`config.mk`:
```
export PLATFORM = sky130hd
export DESIGN_NAME = software_timer_bank_top
export DESIGN_NICKNAME = d
export VERILOG_FILES = /design/src/hdl/stb_pkg.sv /design/src/hdl/stb_cell.sv /design/src/hdl/stb_chain.sv /design/src/hdl/software_timer_bank_top.sv
export VERILOG_INCLUDE_DIRS = /design/src /design/src/hdl
export SDC_FILE = /design/constraint.sdc
export NUM_CORES = 2
export LEC_CHECK = 0
export BUFFER_PORTS_ARGS = -buffer_cell sky130_fd_sc_hd__buf_2
export CAP_MARGIN = 20
export CORE_ASPECT_RATIO = 0.8
export CORE_MARGIN = 2
export CORE_UTILIZATION = 25
export CTS_CLUSTER_SIZE = 10
export DETAILED_ROUTE_END_ITERATION = 10
export SYNTH_ARGS = -nofsm -noshare
export SYNTH_HDL_FRONTEND = slang
export SYNTH_HIERARCHICAL = 1
export SYNTH_SLANG_ARGS = --single-unit
```
`constraint.sdc`:
```
create_clock -name aclk -period 24 [get_ports aclk]
set_input_delay 1.2 -clock aclk [delete_from_list [all_inputs] [get_ports aclk]]
set_output_delay 1.2 -clock aclk [all_outputs]
set_load 0.03 [all_outputs]
```
`src/hdl/software_timer_bank_top_defines.svh`:
```
// assertion helpers shared by the timer bank rtl
`ifndef SOFTWARE_TIMER_BANK_TOP_DEFINES_SVH
`define SOFTWARE_TIMER_BANK_TOP_DEFINES_SVH

// checked on every edge out of reset
`define STB_CHECK(lbl, prop, msg) \
    lbl: assert property (@(posedge aclk) disable iff (!aresetn) prop) else $error(msg);

// checked on every edge, reset included
`define STB_CHECK_ALWAYS(lbl, prop, msg) \
    lbl: assert property (@(posedge aclk) prop) else $error(msg);

`endif

```
`src/hdl/stb_pkg.sv`:
```
package stb_pkg;

    localparam int SLOTS = 16;
    localparam int CNT_W = $clog2(SLOTS + 1);

    localparam logic [CNT_W-1:0] CNT_ONE   = CNT_W'(1);
    localparam logic [CNT_W-1:0] CNT_ZERO  = CNT_W'(0);
    localparam logic [CNT_W-1:0] CNT_SLOTS = CNT_W'(SLOTS);

    localparam logic [1:0] FUNC_ADD    = 2'd0;
    localparam logic [1:0] FUNC_REMOVE = 2'd1;
    localparam logic [1:0] FUNC_TICK   = 2'd2;

    localparam logic [2:0] KIND_ADDED     = 3'd0;
    localparam logic [2:0] KIND_FULL      = 3'd1;
    localparam logic [2:0] KIND_REMOVED   = 3'd2;
    localparam logic [2:0] KIND_NOT_FOUND = 3'd3;
    localparam logic [2:0] KIND_FIRED     = 3'd4;
    localparam logic [2:0] KIND_DONE      = 3'd5;

    typedef struct packed {
        logic        valid;
        logic [30:0] ident;
        logic [30:0] delay;
        logic [31:0] start;
        logic        periodic;
    } entry_t;

    // shift_down: take the newer neighbor; shift_up: take the older one,
    // push: the last valid cell after the shift takes the recycled entry
    typedef struct packed {
        logic shift_down;
        logic shift_up;
        logic push;
    } chain_ctl_t;

    typedef enum logic [3:0] {
        ST_IDLE   = 4'b0001,
        ST_REMOVE = 4'b0010,
        ST_TICK   = 4'b0100,
        ST_DONE   = 4'b1000
    } state_t;

endpackage

```
`src/hdl/stb_cell.sv`:
```
module stb_cell
    import stb_pkg::*;
(
    input  logic       aclk,
    input  logic       aresetn,
    input  chain_ctl_t ctl,
    input  entry_t     newer,
    input  entry_t     older,
    input  entry_t     push_entry,
    output entry_t     cur
);

    logic   valid_reg, valid_next;
    entry_t data_reg, data_next;

    always_comb begin
        data_next  = data_reg;
        valid_next = valid_reg;
        if (ctl.shift_down) begin
            data_next  = newer;
            valid_next = newer.valid;
        end else if (ctl.shift_up) begin
            if (older.valid) begin
                data_next  = older;
                valid_next = 1'b1;
            end else if (ctl.push && valid_reg) begin
                data_next  = push_entry;
                valid_next = 1'b1;
            end else begin
                valid_next = 1'b0;
            end
        end
    end

    always_ff @(posedge aclk) begin
        if (!aresetn) begin
            valid_reg <= 1'b0;
        end else begin
            valid_reg <= valid_next;
        end
        data_reg <= data_next;
    end

    always_comb begin
        cur       = data_reg;
        cur.valid = valid_reg;
    end

endmodule

```
`src/hdl/stb_chain.sv`:
```
module stb_chain
    import stb_pkg::*;
(
    input  logic       aclk,
    input  logic       aresetn,
    input  chain_ctl_t ctl,
    input  entry_t     add_entry,
    input  entry_t     push_entry,
    output entry_t     head,
    output logic       full
);

    entry_t cell_q [SLOTS];
    entry_t tail_fill;

    assign tail_fill = '0;

    for (genvar i = 0; i < SLOTS; i++) begin : g_cell
        entry_t newer_in;
        entry_t older_in;

        if (i == 0) begin : g_first
            assign newer_in = add_entry;
        end else begin : g_mid
            assign newer_in = cell_q[i-1];
        end

        if (i == SLOTS - 1) begin : g_last
            assign older_in = tail_fill;
        end else begin : g_inner
            assign older_in = cell_q[i+1];
        end

        stb_cell u_cell (
            .aclk       (aclk),
            .aresetn    (aresetn),
            .ctl        (ctl),
            .newer      (newer_in),
            .older      (older_in),
            .push_entry (push_entry),
            .cur        (cell_q[i])
        );
    end

    assign head = cell_q[0];
    assign full = cell_q[SLOTS-1].valid;

endmodule

```
`src/hdl/software_timer_bank_top.sv`:
```
// software timer bank: up to SLOTS one-shot or periodic timers kept in a
// row of cells, newest timer in the first cell
// input channel s_*: one beat per command; tuser carries the command
// (add, remove, tick), tdata the time, delay, repeat flag and target id
// output channel m_*: result beats with kind on tuser, id on tdata and
// tlast on the final beat of a command
// add: one result, registered in the cycle after the beat is taken
// remove: the row rotates once through all n stored timers, one cell
// step per cycle; the result comes with the last step, or from the command if empty
// tick: same rotation, held while a result waits, then the done beat; each expired
// timer gives a fired beat, one-shots are dropped, periodic ones restart
// the time a command occupies the block is set by the number of stored timers
// walked through the head cell and by receiver stalls; unused command code 3
// is taken and ignored
// reset clears every cell's valid bit, the id counter and the output
// a stalled receiver holds the result register and freezes the walk;
// s_tready stays low until the command in flight has been handed off
module software_timer_bank_top
    import stb_pkg::*;
(
    input  logic         aclk,
    input  logic         aresetn,
    input  logic         s_tvalid,
    output logic         s_tready,
    input  logic [95:0]  s_tdata,  // now_ms[31:0], delay_ms[62:32], periodic[63],
                                   // target_id[94:64], zero pad[95]
    input  logic [1:0]   s_tuser,  // func[1:0]
    output logic         m_tvalid,
    input  logic         m_tready,
    output logic [31:0]  m_tdata,  // timer_ident[30:0], zero pad[31]
    output logic [2:0]   m_tuser,  // kind[2:0]
    output logic         m_tlast
);

`include "software_timer_bank_top_defines.svh"

    // input fields
    logic [31:0] in_now;
    logic [30:0] in_delay;
    logic        in_periodic;
    logic [30:0] in_target;

    assign in_now      = s_tdata[31:0];
    assign in_delay    = s_tdata[62:32];
    assign in_periodic = s_tdata[63];
    assign in_target   = s_tdata[94:64];

    // control state
    state_t           st_reg, st_next;
    logic [CNT_W-1:0] cnt_reg, cnt_next;      // stored timers
    logic [CNT_W-1:0] step_reg, step_next;    // head steps left in the walk
    logic             found_reg, found_next;
    logic [30:0]      id_reg, id_next;
    logic [31:0]      now_reg, now_next;
    logic [30:0]      target_reg, target_next;

    // result register
    logic        m_valid_reg, m_valid_next;
    logic [2:0]  m_kind_reg, m_kind_next;
    logic [30:0] m_ident_reg, m_ident_next;
    logic        m_last_reg, m_last_next;

    // chain interface
    chain_ctl_t ctl;
    entry_t     add_entry;
    entry_t     push_entry;
    entry_t     head;
    logic       full;

    logic        out_free;
    logic        in_fire;
    logic [31:0] elapsed;
    logic        fire;
    logic        match;
    logic [30:0] id_inc;

    assign out_free = !m_valid_reg || m_tready;
    assign s_tready = (st_reg == ST_IDLE) && out_free;
    assign in_fire  = s_tvalid && s_tready;

    // wrapping elapsed time of the head timer
    assign elapsed = now_reg - head.start;
    assign fire    = elapsed >= {1'b0, head.delay};
    assign match   = !found_reg && (head.ident == target_reg);
    assign id_inc  = id_reg + 31'd1;

    always_comb begin
        add_entry          = '0;
        add_entry.valid    = 1'b1;
        add_entry.ident    = id_inc;
        add_entry.delay    = in_delay;
        add_entry.start    = in_now;
        add_entry.periodic = in_periodic;
    end

    // head goes back to the tail; a fired periodic timer restarts now
    always_comb begin
        push_entry = head;
        if (st_reg == ST_TICK && fire) begin
            push_entry.start = now_reg;
        end
    end

    always_comb begin
        st_next      = st_reg;
        cnt_next     = cnt_reg;
        step_next    = step_reg;
        found_next   = found_reg;
        id_next      = id_reg;
        now_next     = now_reg;
        target_next  = target_reg;
        m_valid_next = m_valid_reg && !m_tready;
        m_kind_next  = m_kind_reg;
        m_ident_next = m_ident_reg;
        m_last_next  = m_last_reg;
        ctl          = '0;

        case (st_reg)
            ST_IDLE: begin
                if (in_fire) begin
                    now_next    = in_now;
                    target_next = in_target;
                    case (s_tuser)
                        FUNC_ADD: begin
                            m_valid_next = 1'b1;
                            m_last_next  = 1'b1;
                            if (full) begin
                                m_kind_next  = KIND_FULL;
                                m_ident_next = '0;
                            end else begin
                                ctl.shift_down = 1'b1;
                                id_next        = id_inc;
                                cnt_next       = cnt_reg + CNT_ONE;
                                m_kind_next    = KIND_ADDED;
                                m_ident_next   = id_inc;
                            end
                        end
                        FUNC_REMOVE: begin
                            if (cnt_reg == CNT_ZERO) begin
                                m_valid_next = 1'b1;
                                m_last_next  = 1'b1;
                                m_kind_next  = KIND_NOT_FOUND;
                                m_ident_next = '0;
                            end else begin
                                step_next  = cnt_reg;
                                found_next = 1'b0;
                                st_next    = ST_REMOVE;
                            end
                        end
                        FUNC_TICK: begin
                            if (cnt_reg == CNT_ZERO) begin
                                m_valid_next = 1'b1;
                                m_last_next  = 1'b1;
                                m_kind_next  = KIND_DONE;
                                m_ident_next = '0;
                            end else begin
                                step_next = cnt_reg;
                                st_next   = ST_TICK;
                            end
                        end
                        default: begin
                        end
                    endcase
                end
            end
            ST_REMOVE: begin
                // output register is empty for the whole walk
                ctl.shift_up = 1'b1;
                if (match) begin
                    found_next = 1'b1;
                    cnt_next   = cnt_reg - CNT_ONE;
                end else begin
                    ctl.push = 1'b1;
                end
                step_next = step_reg - CNT_ONE;
                if (step_reg == CNT_ONE) begin
                    st_next      = ST_IDLE;
                    m_valid_next = 1'b1;
                    m_last_next  = 1'b1;
                    if (found_reg || match) begin
                        m_kind_next  = KIND_REMOVED;
                        m_ident_next = target_reg;
                    end else begin
                        m_kind_next  = KIND_NOT_FOUND;
                        m_ident_next = '0;
                    end
                end
            end
            ST_TICK: begin
                if (out_free) begin
                    ctl.shift_up = 1'b1;
                    if (fire) begin
                        m_valid_next = 1'b1;
                        m_last_next  = 1'b0;
                        m_kind_next  = KIND_FIRED;
                        m_ident_next = head.ident;
                        if (head.periodic) begin
                            ctl.push = 1'b1;
                        end else begin
                            cnt_next = cnt_reg - CNT_ONE;
                        end
                    end else begin
                        ctl.push = 1'b1;
                    end
                    step_next = step_reg - CNT_ONE;
                    if (step_reg == CNT_ONE) begin
                        st_next = ST_DONE;
                    end
                end
            end
            ST_DONE: begin
                if (out_free) begin
                    m_valid_next = 1'b1;
                    m_last_next  = 1'b1;
                    m_kind_next  = KIND_DONE;
                    m_ident_next = '0;
                    st_next      = ST_IDLE;
                end
            end
            default: begin
                st_next = ST_IDLE;
            end
        endcase
    end

    always_ff @(posedge aclk) begin
        if (!aresetn) begin
            st_reg      <= ST_IDLE;
            cnt_reg     <= CNT_ZERO;
            step_reg    <= CNT_ZERO;
            found_reg   <= 1'b0;
            id_reg      <= '0;
            m_valid_reg <= 1'b0;
        end else begin
            st_reg      <= st_next;
            cnt_reg     <= cnt_next;
            step_reg    <= step_next;
            found_reg   <= found_next;
            id_reg      <= id_next;
            m_valid_reg <= m_valid_next;
        end
        now_reg     <= now_next;
        target_reg  <= target_next;
        m_kind_reg  <= m_kind_next;
        m_ident_reg <= m_ident_next;
        m_last_reg  <= m_last_next;
    end

    stb_chain u_chain (
        .aclk       (aclk),
        .aresetn    (aresetn),
        .ctl        (ctl),
        .add_entry  (add_entry),
        .push_entry (push_entry),
        .head       (head),
        .full       (full)
    );

    assign m_tvalid = m_valid_reg;
    assign m_tdata  = {1'b0, m_ident_reg};
    assign m_tuser  = m_kind_reg;
    assign m_tlast  = m_last_reg;

    // timer count never exceeds the row
    `STB_CHECK(a_cnt_range, cnt_reg <= CNT_SLOTS, "timer count above slot count")
    // the count and the last cell agree on a full bank
    `STB_CHECK(a_full_cnt, full == (cnt_reg == CNT_SLOTS), "full flag disagrees with count")
    // a walk always has a stored timer at the head
    `STB_CHECK(a_head_valid, (st_reg == ST_REMOVE || st_reg == ST_TICK) |-> head.valid,
        "walk step without a timer at the head")
    // a remove never overlaps a pending result
    `STB_CHECK(a_remove_quiet, st_reg == ST_REMOVE |-> !m_valid_reg,
        "result pending during a remove walk")
    // a running walk always has at least one head step left
    `STB_CHECK(a_step_nonzero, (st_reg == ST_REMOVE || st_reg == ST_TICK) |-> step_reg != CNT_ZERO,
        "walk running with no steps left")

endmodule

```
### Yosys cells after proc, flatten, opt, wreduce, memory -nomap -nowiden

Index checks and enable logic that the tools add are counted.

| storage, ports and cells | value |
|---|---|
| register bits | 1681 |
| output and inout port bits | 38 |
| bits of input ports | 102 |
| logic and storage cells | 402 |

| operators by class | value |
|---|---|
| $lt $le $gt $ge | 1 |
| add/subtract/negate cells | 5 |
| equal/unequal tests | 29 |
| mux-type cells | 200 |
| bitwise gates (word level) | 1 |
| reductions and logical operators | 75 |

Operator list:

| cell | count |
|---|---|
| 95-bit two-way mux | 62 |
| 31-bit two-way mux | 8 |
| 31-bit one-hot mux with 4 select lines | 1 |
| 1-bit two-way mux | 88 |
| 31-bit one-hot mux with 2 select lines | 1 |
| 5-bit two-way mux | 11 |
| 3-bit nonzero test | 16 |
| 2-bit AND reduction | 18 |
| 33-bit two-way mux | 1 |
| 32-bit by 31-bit >= comparator with 1-bit output | 1 |
| 32-bit two-way mux | 1 |
| 32-bit subtractor | 1 |
| 31-bit by 1-bit adder with 31-bit output, second input constant | 1 |
| 31-bit equality test | 1 |
| 5-bit one-hot mux with 3 select lines | 2 |
| 4-bit two-way mux | 7 |
| 8-bit AND reduction | 3 |
| 1-bit logical AND | 21 |
| 3-bit two-way mux | 7 |
| 2-bit != test, second input constant | 10 |
| 4-bit one-hot mux with 4 select lines | 1 |
| 3-bit != test, second input constant | 4 |
| 3-bit one-hot mux with 4 select lines | 1 |
| 5-bit AND reduction | 2 |
| 29 further kinds | 42 |

### Longest topological paths before layout

| depth | value |
|---|---|
| depth after elaboration | 10 |
| gate-level depth with buffers | 24 |
| mapped depth without buffers | 23 |

### By module

The synthesis kept the hierarchy.

Modules (own cells, without submodules):

| module | seq. area each (µm²) | times used | area an instance (µm²) | cells an instance |
|---|---|---|---|---|
| stb_cell | 2872.8 | 16 | 4937.2 | 422 |
| software_timer_bank_top | 3883.7 | 1 | 10013.4 | 1022 |
| stb_chain | 0.0 | 1 | 3.8 | 1 |

### Least setup slack after synthesis

Ideal clock, no wire load.

| timing path | value |
|---|---|
| kind | flip-flop to flip-flop |
| start | register, netlist name now_reg[0] |
| end | register u_chain.g_cell[0].u_cell.data_reg, in the netlist u_chain/g_cell[0].u_cell/cur[0], enable pin |
| library setup time | 0.681 ns |
| cell stages (with the launch flop) | 23 |
| required time | 23.319 ns |
| path slack | 11.071 ns |
| data arrival time | 12.249 ns |
| cell sequence | edfxtp_1 > inv_1 > ha_1 > inv_1 > fa_1 > a21o_1 > a221oi_2 > o211ai_1 > a21o_1 > a21o_1 > a21boi_0 > xnor2_1 > ha_1 > nand4_1 > or2_1 > nor4_1 > nor4_1 > o31ai_1 > a31oi_4 > a21oi_1 > o32ai_1 > a21oi_1 > o21ai_0 |

RTL lines:

| what | line | text |
|---|---|---|
| end signal, assigned | stb_cell.sv:41 | `data_reg <= data_next;` |
| end, declared | stb_cell.sv:14 | `entry_t data_reg, data_next;` |

==> impl_results.html <==
<table>
<tr><th>Metric</th><th>Value</th></tr>
<tr><th colspan="2">Yosys</th></tr>
<tr><td>Async set-reset flop share out of synthesis</td><td>0%</td></tr>
<tr><td>Synth Area in Simple Gates</td><td>8.27%</td></tr>
<tr><td>Count of distinct cell types in the synthesized netlist</td><td>79</td></tr>
<tr><td>Yosys reg bits</td><td>between 1500 and 2000</td></tr>
<tr><td>Number of warnings printed during yosys synthesis</td><td>6</td></tr>
<tr><td>Count of mapped cells out of synthesis</td><td>7775</td></tr>
<tr><td>Fraction of synthesized area in multiplexers</td><td>roughly 18%</td></tr>
<tr><td>Cell Area, Synth</td><td>between 0.08 and 0.09 sq mm</td></tr>
<tr><td>Synthesized area per cell</td><td>11.4 sq um</td></tr>
<tr><td>Post-synthesis share of cell area spent on xor and xnor gates</td><td>1.11%</td></tr>
<tr><td>Adder-cell share of the synthesized area</td><td>1.07%</td></tr>
<tr><td>Compound-cell area share of the yosys netlist</td><td>about 11%</td></tr>
<tr><td>Top_reg_cell synth</td><td>sky130_fd_sc_hd__edfxtp_1</td></tr>
<tr><td>Portion of the post-synthesis area used by sequential elements</td><td>56.0%</td></tr>
<tr><td>Number of enable-type register cells in the synthesized netlist</td><td>between 1500 and 2000</td></tr>
<tr><td>Largest family of logic cells by synthesized area</td><td>multiplexers</td></tr>
<tr><th colspan="2">Clock tree</th></tr>
<tr><td>Number of buffers inserted during clock tree synthesis</td><td>between 150 and 200</td></tr>
<tr><td>Clock tree from TritonCTS</td><td>done</td></tr>
<tr><td>Buffers inserted by post-CTS timing repair</td><td>0</td></tr>
<tr><td>H-Tree Depth</td><td>4</td></tr>
<tr><td>Clock tree sinks</td><td>1681</td></tr>
<tr><td>Worst skew pair latency</td><td>around 0.86 ns</td></tr>
<tr><td>Total of cells resized after clock tree synthesis</td><td>0</td></tr>
<tr><td>Worst-case clock buffer depth</td><td>4</td></tr>
<tr><td>Clock root buffer</td><td>sky130_fd_sc_hd__clkbuf_16</td></tr>
<tr><td>Number of buffers inserted for hold repair after clock tree synthesis</td><td>0</td></tr>
<tr><td>CTS clock-pin slew for the worst setup and hold paths</td><td>around 0.060 ns</td></tr>
<tr><th colspan="2">Detailed routing</th></tr>
<tr><td>DRC violations left</td><td>0</td></tr>
<tr><td>WL per Instance</td><td>~19 um</td></tr>
<tr><td>First-pass iteration count of the detailed router</td><td>6</td></tr>
<tr><td>Per-cell via count in the routed design</td><td>about 4.7</td></tr>
<tr><td>ANT nets after route</td><td>0</td></tr>
<tr><td>Routed via count</td><td>just under 60000</td></tr>
<tr><td>Total Wirelength</td><td>239 mm</td></tr>
<tr><td>1st-iter DRT viols</td><td>6106</td></tr>
<tr><th colspan="2">Setup path</th></tr>
<tr><td>Maximum single-stage delay on the critical path</td><td>roughly 0.76 ns</td></tr>
<tr><td>Critical path endpoint category</td><td>register</td></tr>
<tr><td>Reg2Reg Depth</td><td>25</td></tr>
<tr><td>Critical path capture point</td><td>u_chain/g_cell[11].u_cell/cur[19]$_DFFE_PP_</td></tr>
<tr><td>Worst-case register-to-register setup slack</td><td>approximately 16 ns</td></tr>
<tr><td>Logic depth of the worst path, buffers included</td><td>25</td></tr>
<tr><td>Endpoint of the lowest-slack register-to-register path</td><td>u_chain/g_cell[11].u_cell/cur[19]$_DFFE_PP_</td></tr>
<tr><td>Crit path buffers/inverters</td><td>5</td></tr>
<tr><td>Data arrival, critical path</td><td>slightly below 9 ns</td></tr>
<tr><td>Startpoint of the most critical register-to-register path</td><td>now_reg[0]$_DFFE_PP_</td></tr>
<tr><td>Kind of critical path</td><td>reg2reg</td></tr>
<tr><td>Top cell family by delay on the critical path</td><td>compound AO/OA/AOI/OAI gates</td></tr>
<tr><td>Standard cell with the maximum stage delay on the critical path</td><td>sky130_fd_sc_hd__buf_4</td></tr>
<tr><td>Nature of the critical path startpoint</td><td>register</td></tr>
<tr><td>Highest fanout seen on the critical path</td><td>36</td></tr>
<tr><td>Launch point of the worst path</td><td>now_reg[0]$_DFFE_PP_</td></tr>
<tr><td>Required @ worst endpoint</td><td>24.44 ns</td></tr>
<tr><th colspan="2">Floorplan</th></tr>
<tr><td>Core region area</td><td>0.354 sq mm</td></tr>
<tr><td>Die Wd</td><td>about 670 um</td></tr>
<tr><td>Starting density of the core</td><td>25.2%</td></tr>
<tr><td>Full die area</td><td>between 0.3 and 0.4 sq mm</td></tr>
<tr><td>Die Y</td><td>538 um</td></tr>
<tr><td>Standard-cell row count</td><td>approximately 200</td></tr>
<tr><td>Number of top-level pins</td><td>140</td></tr>
<tr><th colspan="2">Global route</th></tr>
<tr><td>Largest net degree at the start of global routing</td><td>289</td></tr>
<tr><td>Global-route wire length before repair</td><td>about 360 mm</td></tr>
<tr><td>Vias in the first global route</td><td>between 50000 and 60000</td></tr>
<tr><td>Grt total ovfl</td><td>0</td></tr>
<tr><td>Number of antenna violations at the first check in global routing</td><td>25</td></tr>
<tr><td>Gr usage total</td><td>12.6%</td></tr>
<tr><th colspan="2">Power</th></tr>
<tr><td>Power density over the cells</td><td>88.3 mW/mm^2</td></tr>
<tr><td>Part of the power in the clock network</td><td>31.0%</td></tr>
<tr><td>Pint</td><td>about 6.0 mW</td></tr>
<tr><td>Peak VDD IR</td><td>60.6 uV</td></tr>
<tr><td>Overall Power</td><td>roughly 8.7 mW</td></tr>
<tr><td>Switching pwr</td><td>2.70 mW</td></tr>
<tr><td>Seq pwr share</td><td>a little under half</td></tr>
<tr><td>Combinational Power Share</td><td>between 20% and 30%</td></tr>
<tr><td>Switching power share of the total</td><td>31.0%</td></tr>
<tr><td>Static leakage</td><td>~29 nW</td></tr>
<tr><th colspan="2">Place</th></tr>
<tr><td>Post-detailed-placement half-perimeter wirelength</td><td>between 100 and 150 mm</td></tr>
<tr><td>GP Congestion</td><td>0.804</td></tr>
<tr><td>Post-Place Cells</td><td>roughly 12000</td></tr>
<tr><td>IO Port Bufs</td><td>around 140</td></tr>
<tr><th colspan="2">Finish</th></tr>
<tr><td>Most frequent standard cell in the layout excluding fill and tap cells</td><td>sky130_fd_sc_hd__edfxtp_1</td></tr>
<tr><td>Number of standard cells in the layout, taps in and fillers out</td><td>around 13000</td></tr>
<tr><td>Number of flip-flops under the largest register name</td><td>between 1500 and 2000</td></tr>
<tr><td>Fraction of final layout cells with drive strength greater than 1</td><td>about 7%</td></tr>
<tr><td>Most used cells in the layout excluding fill and tap cells</td><td>1618 x sky130_fd_sc_hd__edfxtp_1, 1584 x sky130_fd_sc_hd__nand2_1, 1521 x sky130_fd_sc_hd__mux2i_1, 1132 x sky130_fd_sc_hd__o21ai_0, 449 x sky130_fd_sc_hd__o21ai_1</td></tr>
<tr><td>Nets</td><td>slightly below 8000</td></tr>
<tr><td>Synth-to-Final Area Change</td><td>10.8%</td></tr>
<tr><td>Count of filler cells inserted in the layout</td><td>roughly 37000</td></tr>
<tr><th colspan="2">STA</th></tr>
<tr><td>Max-slew violations</td><td>0</td></tr>
<tr><td>Highest clock rate</td><td>between 100 and 150 MHz</td></tr>
<tr><td>Final worst path period need</td><td>approximately 8.3 ns</td></tr>
<tr><td>Setup Skew</td><td>0.0758 ns</td></tr>
<tr><td>Total Neg Setup Slack</td><td>0 ns</td></tr>
<tr><td>Transition time at the pin with the least slew margin</td><td>1.16 ns</td></tr>
<tr><td>Number of hold violations in the final report</td><td>0</td></tr>
<tr><td>Final setup violation count</td><td>0</td></tr>
<tr><td>Setup repair after global routing missed its margin</td><td>no</td></tr>
<tr><td>Tcrit/Tclk final</td><td>34.7%</td></tr>
<tr><td>Max transition margin</td><td>a little under a quarter</td></tr>
<tr><th colspan="2">Hold path</th></tr>
<tr><td>Class of the tightest hold or removal check</td><td>reg2reg</td></tr>
<tr><th colspan="2">Run status</th></tr>
<tr><td>Result of the run</td><td>completed</td></tr>
<tr><th colspan="2">Run</th></tr>
<tr><td>Number of maximum-capacitance violations</td><td>0</td></tr>
</table>
[how the worst min path moves through the flow]
| stage | from | endpoint | slack [ns] | cells after the start |
|---|---|---|---|---|
| finish | cnt_reg[2]$_SDFFE_PN0P_ | cnt_reg[2]$_SDFFE_PN0P_ | 0.50 | 2 |
| global route | s_tdata[29] | now_reg[29]$_DFFE_PP_ | 0.51 | 1 |
| CTS | s_tdata[28] | now_reg[28]$_DFFE_PP_ | 0.48 | 1 |
| detailed placement | u_chain/g_cell[0].u_cell/valid_reg$_SDFFE_PN0P_ | u_chain/g_cell[0].u_cell/valid_reg$_SDFFE_PN0P_ | 0.48 | 2 |
| global placement | cnt_reg[2]$_SDFFE_PN0P_ | cnt_reg[2]$_SDFFE_PN0P_ | 0.48 | 2 |
| floorplan | cnt_reg[2]$_SDFFE_PN0P_ | cnt_reg[2]$_SDFFE_PN0P_ | 0.46 | 2 |
[power groups by stage]
stage | Clock (mW) | Sequential [mW] | Combinational [mW]
after global placement | 0 | 4.14 | 1.87
final | 2.70 | 4.09 | 1.91
after global routing | 2.87 | 4.14 | 2.10
after floorplan | 0 | 4.14 | 1.42
after CTS | 2.77 | 4.10 | 1.90
after detailed placement | 0 | 4.15 | 1.90
[cells in the mapped netlist, drive strengths merged, types with 7 or more instances]
master,n,area [sq um]
edfxtp,1618,48600
o21ai,1598,8000
nand2,1584,5950
mux2i,1521,15200
clkbuf,313,1170
buf,251,2900
inv,120,450
a21oi,109,557
nor2,78,295
ha,73,913
xor2,68,603
dfxtp,63,1260
xnor2,44,385
a221o,32,324
mux2,32,473
nor2b,32,200
nand3,29,150
a21o,23,173
nand4,16,100
nor4,16,130
nor3,14,75.1
and3,13,86.3
nand2b,12,75.1
o21a,11,82.6
or3,10,62.6
a31oi,7,58.8
o21bai,7,52.6
[routing by layer]
layer | vias up | share of wire [%] | GRT usage [%]
li1 | 28200 | - | -
met1 | 29200 | 45 | 16.9
met2 | 1642 | 46 | 21.0
met3 | 362 | 5.4 | 1.43
met4 | 2 | 3.4 | 4.12
met5 | - | 0.0054 | 0
[worst reg2reg max path, cell delays in order (launching register included)]
cell,delay (ns)
sky130_fd_sc_hd__edfxtp_1,0.39
sky130_fd_sc_hd__inv_1,0.07
sky130_fd_sc_hd__ha_1,0.22
sky130_fd_sc_hd__inv_1,0.08
sky130_fd_sc_hd__fa_1,0.40
sky130_fd_sc_hd__a21o_1,0.20
sky130_fd_sc_hd__a221oi_2,0.48
sky130_fd_sc_hd__o211ai_1,0.32
sky130_fd_sc_hd__a21o_1,0.25
sky130_fd_sc_hd__a21o_1,0.19
sky130_fd_sc_hd__a21boi_0,0.40
sky130_fd_sc_hd__xnor2_1,0.21
sky130_fd_sc_hd__ha_1,0.28
sky130_fd_sc_hd__nand4_1,0.10
sky130_fd_sc_hd__or2_1,0.16
sky130_fd_sc_hd__nor4_1,0.07
sky130_fd_sc_hd__nor4_1,0.41
sky130_fd_sc_hd__o31ai_1,0.30
sky130_fd_sc_hd__a31oi_4,0.53
sky130_fd_sc_hd__a21oi_1,0.21
sky130_fd_sc_hd__o32ai_2,0.24
sky130_fd_sc_hd__buf_4,0.38
sky130_fd_sc_hd__a21oi_1,0.22
sky130_fd_sc_hd__o21ai_4,0.47
sky130_fd_sc_hd__buf_4,0.58
sky130_fd_sc_hd__buf_4,0.77
[stage by stage]
| stage | hold slack, ns | area (sq um) | util (%) | setup WS, ns |
|---|---|---|---|---|
| after floorplan | 0.459 | 89400 | - | 11.07 |
| after global placement | 0.484 | 93200 | 26.4 | 15.40 |
| after detailed placement | 0.484 | 93200 | 26.4 | 15.31 |
| after CTS | 0.482 | 98600 | 27.9 | 15.27 |
| after global routing | 0.513 | 98700 | 27.9 | 15.55 |
| final | 0.495 | 98700 | 27.9 | 15.67 |
[cell families after synthesis]
group,count (synthesis)
AOI/OAI and AO/OA,1832
xor gates and xnor gates,112
adders and majority gates,75
buffers and inverters,684
DFF,1681
muxes,1553
other,3
and+or+nand+nor,1835
[cell type report]
type                            instances  area [sq um]  area share [%]
Multi-Input combinational cell       5505         35200            35.7
Antenna cell                           17          42.5          0.0431
Tap cell                             4728          5920            6.00
Clock buffer                          283          5360            5.43
Inverter                              120           459           0.465
Clock inverter                         11          77.6          0.0786
Timing Repair Buffer                  259          1680            1.71
Sequential cell                      1681         49900            50.6
No activity file was read; power rests on OpenSTA's default activity.
